<file path="src/rtl/trial_division_prime_flag_defines.svh">
// Assertion macros shared by the prime flag RTL files.
`ifndef TRIAL_DIVISION_PRIME_FLAG_DEFINES_SVH
`define TRIAL_DIVISION_PRIME_FLAG_DEFINES_SVH

// Consequent must hold in the same cycle as the antecedent.
`define TDPF_ASSERT_SAME(lbl, clk, rst, ante, cons, msg) \
   lbl: assert property (@(posedge clk) disable iff (rst) (ante) |-> (cons)) else $error(msg);

// Consequent must hold in the cycle after the antecedent.
`define TDPF_ASSERT_NEXT(lbl, clk, rst, ante, cons, msg) \
   lbl: assert property (@(posedge clk) disable iff (rst) (ante) |=> (cons)) else $error(msg);

`endif

</file>
<file path="src/rtl/tdpf_pkg.sv">
// Shared types and constants for the trial division prime flag block.
package tdpf_pkg;

   localparam int VALUE_BITS  = 32;
   localparam int DIV_BITS    = VALUE_BITS / 2 + 1;
   localparam int BIT_CNT_W   = $clog2(VALUE_BITS);
   localparam int QUEUE_DEPTH = 2;
   localparam int QUEUE_PTR_W = $clog2(QUEUE_DEPTH);
   localparam int QUEUE_CNT_W = $clog2(QUEUE_DEPTH + 1);

   typedef struct packed {
      logic signed [31:0] number_in;
      logic               last_in;
   } req_type;

   typedef struct packed {
      logic signed [31:0] number_out;
      logic               prime_flag;
      logic               last_out;
   } rsp_type;

   // Classified item handed from the front to the back.
   typedef struct packed {
      logic [VALUE_BITS-1:0] value;
      logic                  last;
      logic                  trivial;
   } job_type;

endpackage

</file>
<file path="src/rtl/tdpf_front.sv">
// Front stage: accepts items and flags values that cannot be prime.
module tdpf_front (
   input  logic              clock,
   input  logic              reset,
   input  logic              push,
   output logic              full,
   input  tdpf_pkg::req_type req_data,
   input  logic              queue_full,
   output logic              job_valid,
   output tdpf_pkg::job_type job_data
);

   logic              valid_ff, valid_in;
   tdpf_pkg::job_type job_ff, job_in;
   logic              accept;
   logic              forward;
   logic [tdpf_pkg::VALUE_BITS-1:0] value;

   assign value   = tdpf_pkg::VALUE_BITS'(req_data.number_in);
   assign forward = valid_ff && !queue_full;
   assign full    = valid_ff && queue_full;
   assign accept  = push && !full;

   always_comb begin
      valid_in = valid_ff;
      job_in   = job_ff;
      if (forward) begin
         valid_in = 1'b0;
      end
      if (accept) begin
         valid_in      = 1'b1;
         job_in.value  = value;
         job_in.last   = req_data.last_in;
         // negative values, zero and one are never prime
         job_in.trivial = value[tdpf_pkg::VALUE_BITS-1] ||
                          (value < tdpf_pkg::VALUE_BITS'(2));
      end
   end

   always_ff @(posedge clock) begin
      if (reset) begin
         valid_ff <= 1'b0;
      end else begin
         valid_ff <= valid_in;
      end
      job_ff <= job_in;
   end

   assign job_valid = forward;
   assign job_data  = job_ff;

endmodule

</file>
<file path="src/rtl/tdpf_queue.sv">
// Short queue of classified items between the front and the back.
`include "trial_division_prime_flag_defines.svh"

module tdpf_queue (
   input  logic              clock,
   input  logic              reset,
   input  logic              wr_en,
   input  tdpf_pkg::job_type wr_data,
   output logic              queue_full,
   input  logic              rd_en,
   output logic              queue_empty,
   output tdpf_pkg::job_type rd_data
);

   tdpf_pkg::job_type                  mem_ff [tdpf_pkg::QUEUE_DEPTH];
   logic [tdpf_pkg::QUEUE_PTR_W-1:0]   wr_ptr_ff, wr_ptr_in;
   logic [tdpf_pkg::QUEUE_PTR_W-1:0]   rd_ptr_ff, rd_ptr_in;
   logic [tdpf_pkg::QUEUE_CNT_W-1:0]   count_ff, count_in;

   assign queue_full  = (count_ff == tdpf_pkg::QUEUE_CNT_W'(tdpf_pkg::QUEUE_DEPTH));
   assign queue_empty = (count_ff == '0);
   assign rd_data     = mem_ff[rd_ptr_ff];

   always_comb begin
      wr_ptr_in = wr_en ? wr_ptr_ff + 1'b1 : wr_ptr_ff;
      rd_ptr_in = rd_en ? rd_ptr_ff + 1'b1 : rd_ptr_ff;
      count_in  = count_ff;
      if (wr_en && !rd_en) begin
         count_in = count_ff + 1'b1;
      end else if (rd_en && !wr_en) begin
         count_in = count_ff - 1'b1;
      end
   end

   always_ff @(posedge clock) begin
      if (reset) begin
         wr_ptr_ff <= '0;
         rd_ptr_ff <= '0;
         count_ff  <= '0;
      end else begin
         wr_ptr_ff <= wr_ptr_in;
         rd_ptr_ff <= rd_ptr_in;
         count_ff  <= count_in;
      end
   end

   always_ff @(posedge clock) begin
      if (wr_en) begin
         mem_ff[wr_ptr_ff] <= wr_data;
      end
   end

   `TDPF_ASSERT_SAME(a_no_overflow, clock, reset, wr_en, !queue_full || rd_en, "queue written while full")
   `TDPF_ASSERT_SAME(a_no_underflow, clock, reset, rd_en, !queue_empty, "queue read while empty")
   `TDPF_ASSERT_SAME(a_count_range, clock, reset, 1'b1, count_ff <= tdpf_pkg::QUEUE_CNT_W'(tdpf_pkg::QUEUE_DEPTH), "queue count out of range")

endmodule

</file>
<file path="src/rtl/tdpf_back.sv">
// Back stage: trial division with a bit-serial remainder unit and result register.
`include "trial_division_prime_flag_defines.svh"

module tdpf_back (
   input  logic              clock,
   input  logic              reset,
   input  logic              queue_empty,
   input  tdpf_pkg::job_type job_data,
   output logic              job_pop,
   output logic              empty,
   input  logic              pop,
   output tdpf_pkg::rsp_type rsp_data
);

   typedef enum logic [2:0] {
      ST_IDLE,
      ST_CHECK,
      ST_DIV,
      ST_NEXT,
      ST_FINISH
   } state_type;

   state_type                              state_ff, state_in;
   logic [tdpf_pkg::VALUE_BITS-1:0]        num_ff, num_in;
   logic                                   last_ff, last_in;
   logic                                   flag_ff, flag_in;
   logic [tdpf_pkg::DIV_BITS-1:0]          d_ff, d_in;
   logic [tdpf_pkg::VALUE_BITS-1:0]        sq_ff, sq_in;
   logic [tdpf_pkg::DIV_BITS-1:0]          rem_ff, rem_in;
   logic [tdpf_pkg::BIT_CNT_W-1:0]         bit_ff, bit_in;
   logic                                   rsp_valid_ff, rsp_valid_in;
   tdpf_pkg::rsp_type                      rsp_ff, rsp_in;
   logic [tdpf_pkg::DIV_BITS:0]            shifted;

   assign shifted = {rem_ff, num_ff[bit_ff]};

   always_comb begin
      state_in     = state_ff;
      num_in       = num_ff;
      last_in      = last_ff;
      flag_in      = flag_ff;
      d_in         = d_ff;
      sq_in        = sq_ff;
      rem_in       = rem_ff;
      bit_in       = bit_ff;
      rsp_in       = rsp_ff;
      rsp_valid_in = rsp_valid_ff;
      job_pop      = 1'b0;
      if (pop && rsp_valid_ff) begin
         rsp_valid_in = 1'b0;
      end
      case (state_ff)
         ST_IDLE: begin
            if (!queue_empty) begin
               job_pop  = 1'b1;
               num_in   = job_data.value;
               last_in  = job_data.last;
               flag_in  = 1'b0;
               d_in     = tdpf_pkg::DIV_BITS'(2);
               sq_in    = tdpf_pkg::VALUE_BITS'(4);
               state_in = job_data.trivial ? ST_FINISH : ST_CHECK;
            end
         end
         ST_CHECK: begin
            // no divisor left below the square root: prime
            if (sq_ff > num_ff) begin
               flag_in  = 1'b1;
               state_in = ST_FINISH;
            end else begin
               rem_in   = '0;
               bit_in   = tdpf_pkg::BIT_CNT_W'(tdpf_pkg::VALUE_BITS - 1);
               state_in = ST_DIV;
            end
         end
         ST_DIV: begin
            // one restoring step per cycle, most significant bit first
            if (shifted >= {1'b0, d_ff}) begin
               rem_in = tdpf_pkg::DIV_BITS'(shifted - {1'b0, d_ff});
            end else begin
               rem_in = shifted[tdpf_pkg::DIV_BITS-1:0];
            end
            if (bit_ff == '0) begin
               state_in = ST_NEXT;
            end else begin
               bit_in = bit_ff - 1'b1;
            end
         end
         ST_NEXT: begin
            if (rem_ff == '0) begin
               state_in = ST_FINISH;
            end else begin
               // advance the divisor; (d+1)^2 = d^2 + 2d + 1
               d_in     = d_ff + 1'b1;
               sq_in    = sq_ff + tdpf_pkg::VALUE_BITS'({d_ff, 1'b1});
               state_in = ST_CHECK;
            end
         end
         ST_FINISH: begin
            if (!rsp_valid_ff || pop) begin
               rsp_valid_in      = 1'b1;
               rsp_in.number_out = signed'(32'(num_ff));
               rsp_in.prime_flag = flag_ff;
               rsp_in.last_out   = last_ff;
               state_in          = ST_IDLE;
            end
         end
         default: begin
            state_in = ST_IDLE;
         end
      endcase
   end

   always_ff @(posedge clock) begin
      if (reset) begin
         state_ff     <= ST_IDLE;
         rsp_valid_ff <= 1'b0;
      end else begin
         state_ff     <= state_in;
         rsp_valid_ff <= rsp_valid_in;
      end
      num_ff  <= num_in;
      last_ff <= last_in;
      flag_ff <= flag_in;
      d_ff    <= d_in;
      sq_ff   <= sq_in;
      rem_ff  <= rem_in;
      bit_ff  <= bit_in;
      rsp_ff  <= rsp_in;
   end

   assign empty    = !rsp_valid_ff;
   assign rsp_data = rsp_ff;

   `TDPF_ASSERT_SAME(a_div_min_two, clock, reset, state_ff == ST_DIV, d_ff >= tdpf_pkg::DIV_BITS'(2), "divisor below two")
   `TDPF_ASSERT_SAME(a_prime_range, clock, reset, state_ff == ST_FINISH && flag_ff, !num_ff[tdpf_pkg::VALUE_BITS-1] && num_ff >= tdpf_pkg::VALUE_BITS'(2), "prime flag on value below two")
   `TDPF_ASSERT_NEXT(a_load_result, clock, reset, state_ff == ST_FINISH && (!rsp_valid_ff || pop), rsp_valid_ff && state_ff == ST_IDLE, "result not loaded")

endmodule

</file>
<file path="src/rtl/trial_division_prime_flag.sv">
// Values below two (negatives, zero, one) skip trial division and go straight to the result.
// Otherwise each trial divisor costs one bound check, restoring remainder steps over all 32
// value bits and one update, until a divisor divides the value or passes its square root.
// Throughput: one item in the back at a time; front and a two-entry queue take items ahead.
// Synchronous active-high reset empties the front register, the queue and the result slot.
module trial_division_prime_flag (
   input  logic              clock,
   input  logic              reset,
   input  logic              push,
   output logic              full,
   input  tdpf_pkg::req_type req_data,
   output logic              empty,
   input  logic              pop,
   output tdpf_pkg::rsp_type rsp_data
);

   logic              fe_valid;
   tdpf_pkg::job_type fe_job;
   logic              queue_full;
   logic              queue_empty;
   logic              job_pop;
   tdpf_pkg::job_type job_data;

   tdpf_front u_front (
      .clock      (clock),
      .reset      (reset),
      .push       (push),
      .full       (full),
      .req_data   (req_data),
      .queue_full (queue_full),
      .job_valid  (fe_valid),
      .job_data   (fe_job)
   );

   tdpf_queue u_queue (
      .clock       (clock),
      .reset       (reset),
      .wr_en       (fe_valid),
      .wr_data     (fe_job),
      .queue_full  (queue_full),
      .rd_en       (job_pop),
      .queue_empty (queue_empty),
      .rd_data     (job_data)
   );

   tdpf_back u_back (
      .clock       (clock),
      .reset       (reset),
      .queue_empty (queue_empty),
      .job_data    (job_data),
      .job_pop     (job_pop),
      .empty       (empty),
      .pop         (pop),
      .rsp_data    (rsp_data)
   );

endmodule

</file>
<file path="config.mk">
export PLATFORM = sky130hd
export DESIGN_NAME = trial_division_prime_flag
export DESIGN_NICKNAME = d
export VERILOG_FILES = /design/src/rtl/tdpf_pkg.sv /design/src/rtl/tdpf_front.sv /design/src/rtl/tdpf_queue.sv /design/src/rtl/tdpf_back.sv /design/src/rtl/trial_division_prime_flag.sv
export VERILOG_INCLUDE_DIRS = /design/src /design/src/rtl
export SDC_FILE = /design/constraint.sdc
export NUM_CORES = 1
export LEC_CHECK = 0
export BUFFER_PORTS_ARGS = -buffer_cell sky130_fd_sc_hd__buf_4
export CELL_PAD_IN_SITES_DETAIL_PLACEMENT = 1
export CELL_PAD_IN_SITES_GLOBAL_PLACEMENT = 2
export CORE_ASPECT_RATIO = 1.2
export CORE_MARGIN = 4
export CORE_UTILIZATION = 39
export CTS_CLUSTER_DIAMETER = 200
export DETAILED_ROUTE_END_ITERATION = 12
export GPL_TIMING_DRIVEN = 0
export PLACE_DENSITY_LB_ADDON = 0.1
export SYNTH_ARGS = -nofsm -noshare
export SYNTH_HDL_FRONTEND = slang
export SYNTH_SLANG_ARGS = --single-unit
</file>
<file path="constraint.sdc">
create_clock -name clock -period 13.3 [get_ports clock]
set_input_delay 0 -clock clock [delete_from_list [all_inputs] [get_ports clock]]
set_output_delay 0 -clock clock [all_outputs]
set_load 0.1 [all_outputs]
</file>
---- Yosys cells after proc, flatten, opt, wreduce, memory -nomap -nowiden ----
Memory sizes are Yosys's and may differ from the RTL's. A register that Yosys moved wholly into a read port is not among the register bits.
Index checks and enable logic that the tools add are counted.
word-level totals
  memory bits (writable) .................. 68
  bits in registers ....................... 182
  memories ................................ 1
memories
  name            words  bits a word  rd ports  clocked after Yosys merged registers in  wr ports  line              text
  u_queue.mem_ff  2      34           1         1                                        1         tdpf_queue.sv:15  tdpf_pkg::job_type mem_ff [tdpf_pkg::QUEUE_DEPTH];
cells by class
  mux-type cells .......................... 37
  reductions and logical operators ........ 29
  order comparisons ....................... 4
  equality and inequality tests ........... 12
  bitwise operators ....................... 1
  add/sub/neg operators ................... 8
operators with widths
  kind                                                                      number
  17-bit 2-to-1 mux                                                         4
  17-bit case mux with 2 select lines                                       2
  32-bit 2-to-1 mux                                                         2
  32-bit case mux with 2 select lines                                       1
  32-bit by 18-bit adder with 32-bit output                                 1
  32-bit greater-than comparator                                            1
  32-bit by 2-bit < comparator with 1-bit output (second input constant)    1
  18-bit by 17-bit greater-or-equal comparator with 1-bit output            1
  3-bit 2-to-1 mux                                                          6
  17-bit by 1-bit adder with 17-bit output (second input constant)          1
  17-bit logical NOT                                                        1
  17-bit subtractor                                                         1
  3-bit case mux with 5 select lines                                        1
  1-bit 2-to-1 mux                                                          14
  3-bit AND reduction                                                       4
  5-bit 2-to-1 mux                                                          2
  5-bit case mux with 2 select lines                                        1
  2-bit nonzero test                                                        5
  2-bit inequality test (second input constant)                             4
  3-bit by 2-bit == test with 1-bit output (second input constant)          2
  1-bit logical AND                                                         6
  5-bit by 6-bit < comparator with 1-bit output (second input constant)     1
  2-bit by 1-bit inequality test with 1-bit output (second input constant)  3
  2-bit AND reduction                                                       3
  other kinds (16)                                                          23

---- Depth between registers and ports, before layout ----
  depth in word-level cells ............... 7
  gate-level depth with buffers ........... 17

---- Cells and area by module ----
From an unflattened synthesis, not the netlist that was laid out.
second synthesis, totals
  cell total of the unflattened synthesis .. 973
  area total of the unflattened synthesis .. 12,406.9 um^2
modules (own cells, without submodules)
  module      instances  seq. area each (um^2)  area an instance (um^2)  cells each
  tdpf_back   1          4,254.1                8,610.8                  794
  tdpf_queue  1          2,142.1                2,660.1                  128
  tdpf_front  1          1,041.0                1,136.1                  51

---- Worst setup path before layout ----
No wires, ideal clock.
  path kind ............................... register to register
  start point ............................. reg u_back.state_ff[0]
  end point ............................... reg u_queue.count_ff[1] (netlist bit)
  stages on the path, launching flop included .. 7
  slack ................................... 8,122 ps
  period minus slack after synthesis ...... 5,178 ps
  buffers on the path ..................... 1
  data required time ...................... 13,229 ps
  arrival ................................. 5,108 ps
  setup time .............................. 71 ps
  path through ............................ dfxtp_1 > clkbuf_1 > nor4_1 > inv_1 > ha_1 > or3_1 > a21oi_1
on the way
  cells in the longest elaborated chain, start to end .. 5
ends and longest elaborated chain
  item                                                    line                             text
  from (decl)                                             tdpf_back.sv:23                  state_type state_ff, state_in;
  from (signal assigned)                                  tdpf_back.sv:118                 state_ff <= state_in;
  3-bit logical NOT *                                     tdpf_back.sv:52                  case (state_ff)
  1-bit 2-to-1 mux *                                      tdpf_back.sv:52
  named net job_pop                                       trial_division_prime_flag.sv:21  logic job_pop;
  1-bit logical NOT                                       tdpf_queue.sv:28                 if (wr_en && !rd_en) begin
  1-bit logical AND                                       tdpf_queue.sv:28
  2-bit 2-to-1 mux or 2-bit nonzero test (tied branches)  -
  to (signal assigned)                                    tdpf_queue.sv:43                 count_ff <= count_in;
  to (decl)                                               tdpf_queue.sv:18                 logic [tdpf_pkg::QUEUE_CNT_W-1:0] count_ff, count_in;
The timed path passes the listed nets; every way through them passes the cells marked *.
A chain may end at the register's enable or synchronous reset.

---- Worst setup path after layout ----
  start point ............................. reg u_back.bit_ff[0] (netlist bit)
  end point ............................... reg u_back.rem_ff[14] (netlist bit), data pin
on the way
  cells in the longest elaborated chain, start to end .. 5
ends and longest elaborated chain
  item                                                                                                 line                              text
  from (decl)                                                                                          tdpf_back.sv:30                   logic [tdpf_pkg::BIT_CNT_W-1:0] bit_ff, bit_in;
  from (signal assigned)                                                                               tdpf_back.sv:127                  bit_ff <= bit_in;
  1-bit binary-select mux with 5-bit select *                                                          tdpf_back.sv:35                   assign shifted = {rem_ff, num_ff[bit_ff]};
  1-bit 2-to-1 mux (implied by the code) *                                                             tdpf_back.sv:35
  17-bit subtractor or 18-bit by 17-bit greater-or-equal comparator with 1-bit output (tied branches)  tdpf_back.sv:78, tdpf_back.sv:77
  17-bit 2-to-1 mux *                                                                                  tdpf_back.sv:77                   if (shifted >= {1'b0, d_ff}) begin
  17-bit case mux with 2 select lines *                                                                tdpf_back.sv:52
  to (signal assigned)                                                                                 tdpf_back.sv:126                  rem_ff <= rem_in;
  to (decl)                                                                                            tdpf_back.sv:29                   logic [tdpf_pkg::DIV_BITS-1:0] rem_ff, rem_in;
Mark *: on every way between the ends. The rest lies on a longest branch, timed or not. The select of a mux whose other input is x is not followed.

==> results.toml <==
[drt]
drtAntennaViolNets = 0
vias = 7934
wl_met3_um = 788
drt-total-wl_mm = 30.54
wl_met1_mm = 12.66
via_per_inst = 5.223
wl_met2_mm = 16.37
wire_per_inst_um = 20.11
drt_iter0_drc = 309
drtPass1Iterations = 4
topRoutingLayerUsed = "met4"
drcViolationCount = 0

[worst_setup_path]
crit_arrival_ns = 4.86
crit_fanout = 10
required_ns = 13.56
start_kind = "flip-flop"
crit_path_end_kind = "flip-flop"
critPathKind = "reg -> reg"

[power]
swShare = 0.4023
powerDensity_nw_per_um2 = 250.2
p_leak_nw = 5.424
intPower_mw = 2.189
pwr-share-clk = 0.204
p_sw_mw = 1.474
power_frac_seq = 0.365
ir_worst_vdd_uv = 168.7
comb_power_share = 0.431

[clock_tree]
clk_latency_ns = 0.53
numCtsBuffers = 26
cts_tree = "yes"
postCtsSetupBuffers = 0
clk_path_buf_depth = 3
root_buffer = "clkbuf_16"
cts_sinks = 251
clkSlewWorstSetupHoldPaths_ns = 0.06
htree_levels = 1

[sta]
hold_ws_ns = 0.1930
max_freq_mhz = 217.5
final_min_period_over_clock_period = 0.3457
worst_pin_slew_ns = 0.9566
finalMaxSlewViolations = 0
rsz0062_at_grt = "false"
fin_setup_tns_ns = 0
max_slew_margin = 0.3609
skew_ns = 0.01475
period_needed_ns = 4.598
setup_viol_count_final = 0
hold_viol_final = 0

[worst_hold_path]
hp-class = "in -> reg"

[die]
dieWidth_um = 169.7
num_rows = 70
initial_core_util = 0.3981
die_area_um2 = 34290
die_h_um = 202.1
floorplan.core_area_um2 = 30740
ioPinCount = 73

[cells_and_area]
seqCellArea_um2 = 7437
syn_to_final_growth_pct = 19.63
antennaDiodeCount = 0
num-nets-final = 1212
multi_input_area_um2 = 4449
drive_above_1_share = 0.1621
layout_common_cells = "edfxtp_1 (241), nor2_1 (91), buf_4 (76)"
nFillCells = 3119
final_common_cell = "edfxtp_1"

[synthesis]
syn-num-nets = 1068
ys_types = 67
synth_warnings = 0
ys_seq_area_frac = 0.6077
synth_edf_count = 241
synth_top_area_frac = 0.5914
synthArstFlopShare = 0
yosys_register_bits = 251
syn_inst = 960
synth.area.top_cells = "edfxtp_1 (59%), ha_1 (7.1%), mux2_2 (3.0%)"
syn_avg_cell_area_um2 = 12.75
synth_ff_type = "edfxtp_1"
yosys.area.top_type = "edfxtp_1"
syn-cell-area_um2 = 12240

[run]
drv_cap = 0

[global_route]
antenna_found_initial = 0
grt_pass1_wl_mm = 48.62
grt_overflow = 0
grt_max_degree = 35
grt_usage = 0.1798
grt_pass1_vias = 8625

[placed_design]
gp_congestion = 0.8042
port_buffers = 71
dp_hpwl_mm = 22.90

[run_status]
run_status = "finished clean"
==> metrics by stage <==
stage                     total power [mW]  cells  utilization  cell area [µm²]  worst slack, ns
after detailed placement             2.943   1434       0.4355            13390            8.635
after floorplan                      2.445    960            -            12240            8.122
after CTS                            3.720   1519       0.4762            14640            8.614
after global placement               2.909   1427       0.4315            13270            5.526
after global routing                 3.934   1519       0.4762            14640            8.465
final                                3.663   1519       0.4762            14640            8.702
==> area by class of cell <==
| cell class | count | area share |
|---|---|---|
| Buffer | 25 | 0.007692 |
| Clock buffer | 29 | 0.04666 |
| Sequential cell | 251 | 0.5080 |
| Timing Repair Buffer | 116 | 0.06846 |
| Inverter | 72 | 0.01846 |
| Multi-Input combinational cell | 612 | 0.3039 |
| Tap cell | 396 | 0.03384 |
| Clock inverter | 18 | 0.01299 |
==> timing repair <==
action,CTS,global route
hold endpoints to repair,44,0
hold buffers,38,0
endpoints found under the setup margin,0,0
resized for setup,0,0
==> kinds of logic after synthesis <==
kind of cell	count (synthesis)	share of synthesized area
and+or+nand+nor	271	0.1067
DFF	251	0.6077
AOI/OAI and AO/OA	167	0.08874
buffers and inverters	97	0.03129
adders and majority gates	71	0.07382
muxes	52	0.05521
xor gates and xnor gates	51	0.03650
==> flip-flops by register name, summed over array words and instances, names as in the netlist, 2 cells and up, named ones only <==
name              flops
u_queue.mem_ff       68
u_back.rsp_data      34
u_front.job_data     34
u_back.num_ff        32
u_back.sq_ff         32
u_back.d_ff          17
u_back.rem_ff        17
u_back.bit_ff         5
u_back.state_ff       3
u_queue.count_ff      2
==> synthesized netlist by cell type (9+ instances only) <==
library cell  instances
edfxtp_1            241
nor2_1               93
inv_1                72
ha_1                 69
nand2_1              57
a21oi_1              52
o21ai_0              36
mux2_2               33
xnor2_1              33
nand3_1              25
nand4_1              18
xor2_1               18
clkbuf_1             17
nor4_1               16
a21o_1               13
nor3_1               12
dfxtp_1              10
a211oi_1              9
mux2i_1               9
mux4_2                9
nor2b_1               9
or3_1                 9
==> per-layer routing <==
layer / vias to the layer above / track usage
li1: 3873 / -
met1: 3910 / 0.2225
met2: 105 / 0.3323
met3: 46 / 0.02171
met4: 0 / 0.04285
met5: - / 0
==> worst max-delay path, cell delays in order, from the launching register on <==
cell and delay [ns]:
edfxtp_1 0.43, buf_4 0.25, mux4_2 0.54, mux4_2 0.48, nand2_1 0.08, o211a_1 0.22
ha_1 0.19, inv_1 0.06, fa_1 0.42, a21oi_1 0.22, o221ai_2 0.17, a21oi_2 0.26
o21bai_1 0.16, o32a_2 0.26, buf_6 0.17, nand2_1 0.26, o22ai_1 0.16
==> path summary, 6_finish.rpt <==
kind                                              to  cells past startpoint             start  slack [ns]
worst max-delay path               u_back.rem_ff[14]                     16  u_back.bit_ff[0]        8.70
worst min-delay path            u_front.job_data[19]                      2      req_data[18]        0.19
worst max register to register     u_back.rem_ff[14]                     16  u_back.bit_ff[0]        8.70
worst min register to register    u_back.rsp_data[0]                      0    u_back.last_ff        0.42
==> power groups by stage <==
stage	registers (mW)	logic (mW)	clock network, mW
2_1_floorplan	1.43	1.02	0
3_3_place_gp	1.38	1.53	0
3_5_place_dp	1.36	1.59	0
4_1_cts	1.34	1.61	0.769
5_1_grt	1.37	1.76	0.804
6_report	1.34	1.58	0.748
Note: power is estimated with default switching activity, not from simulation.
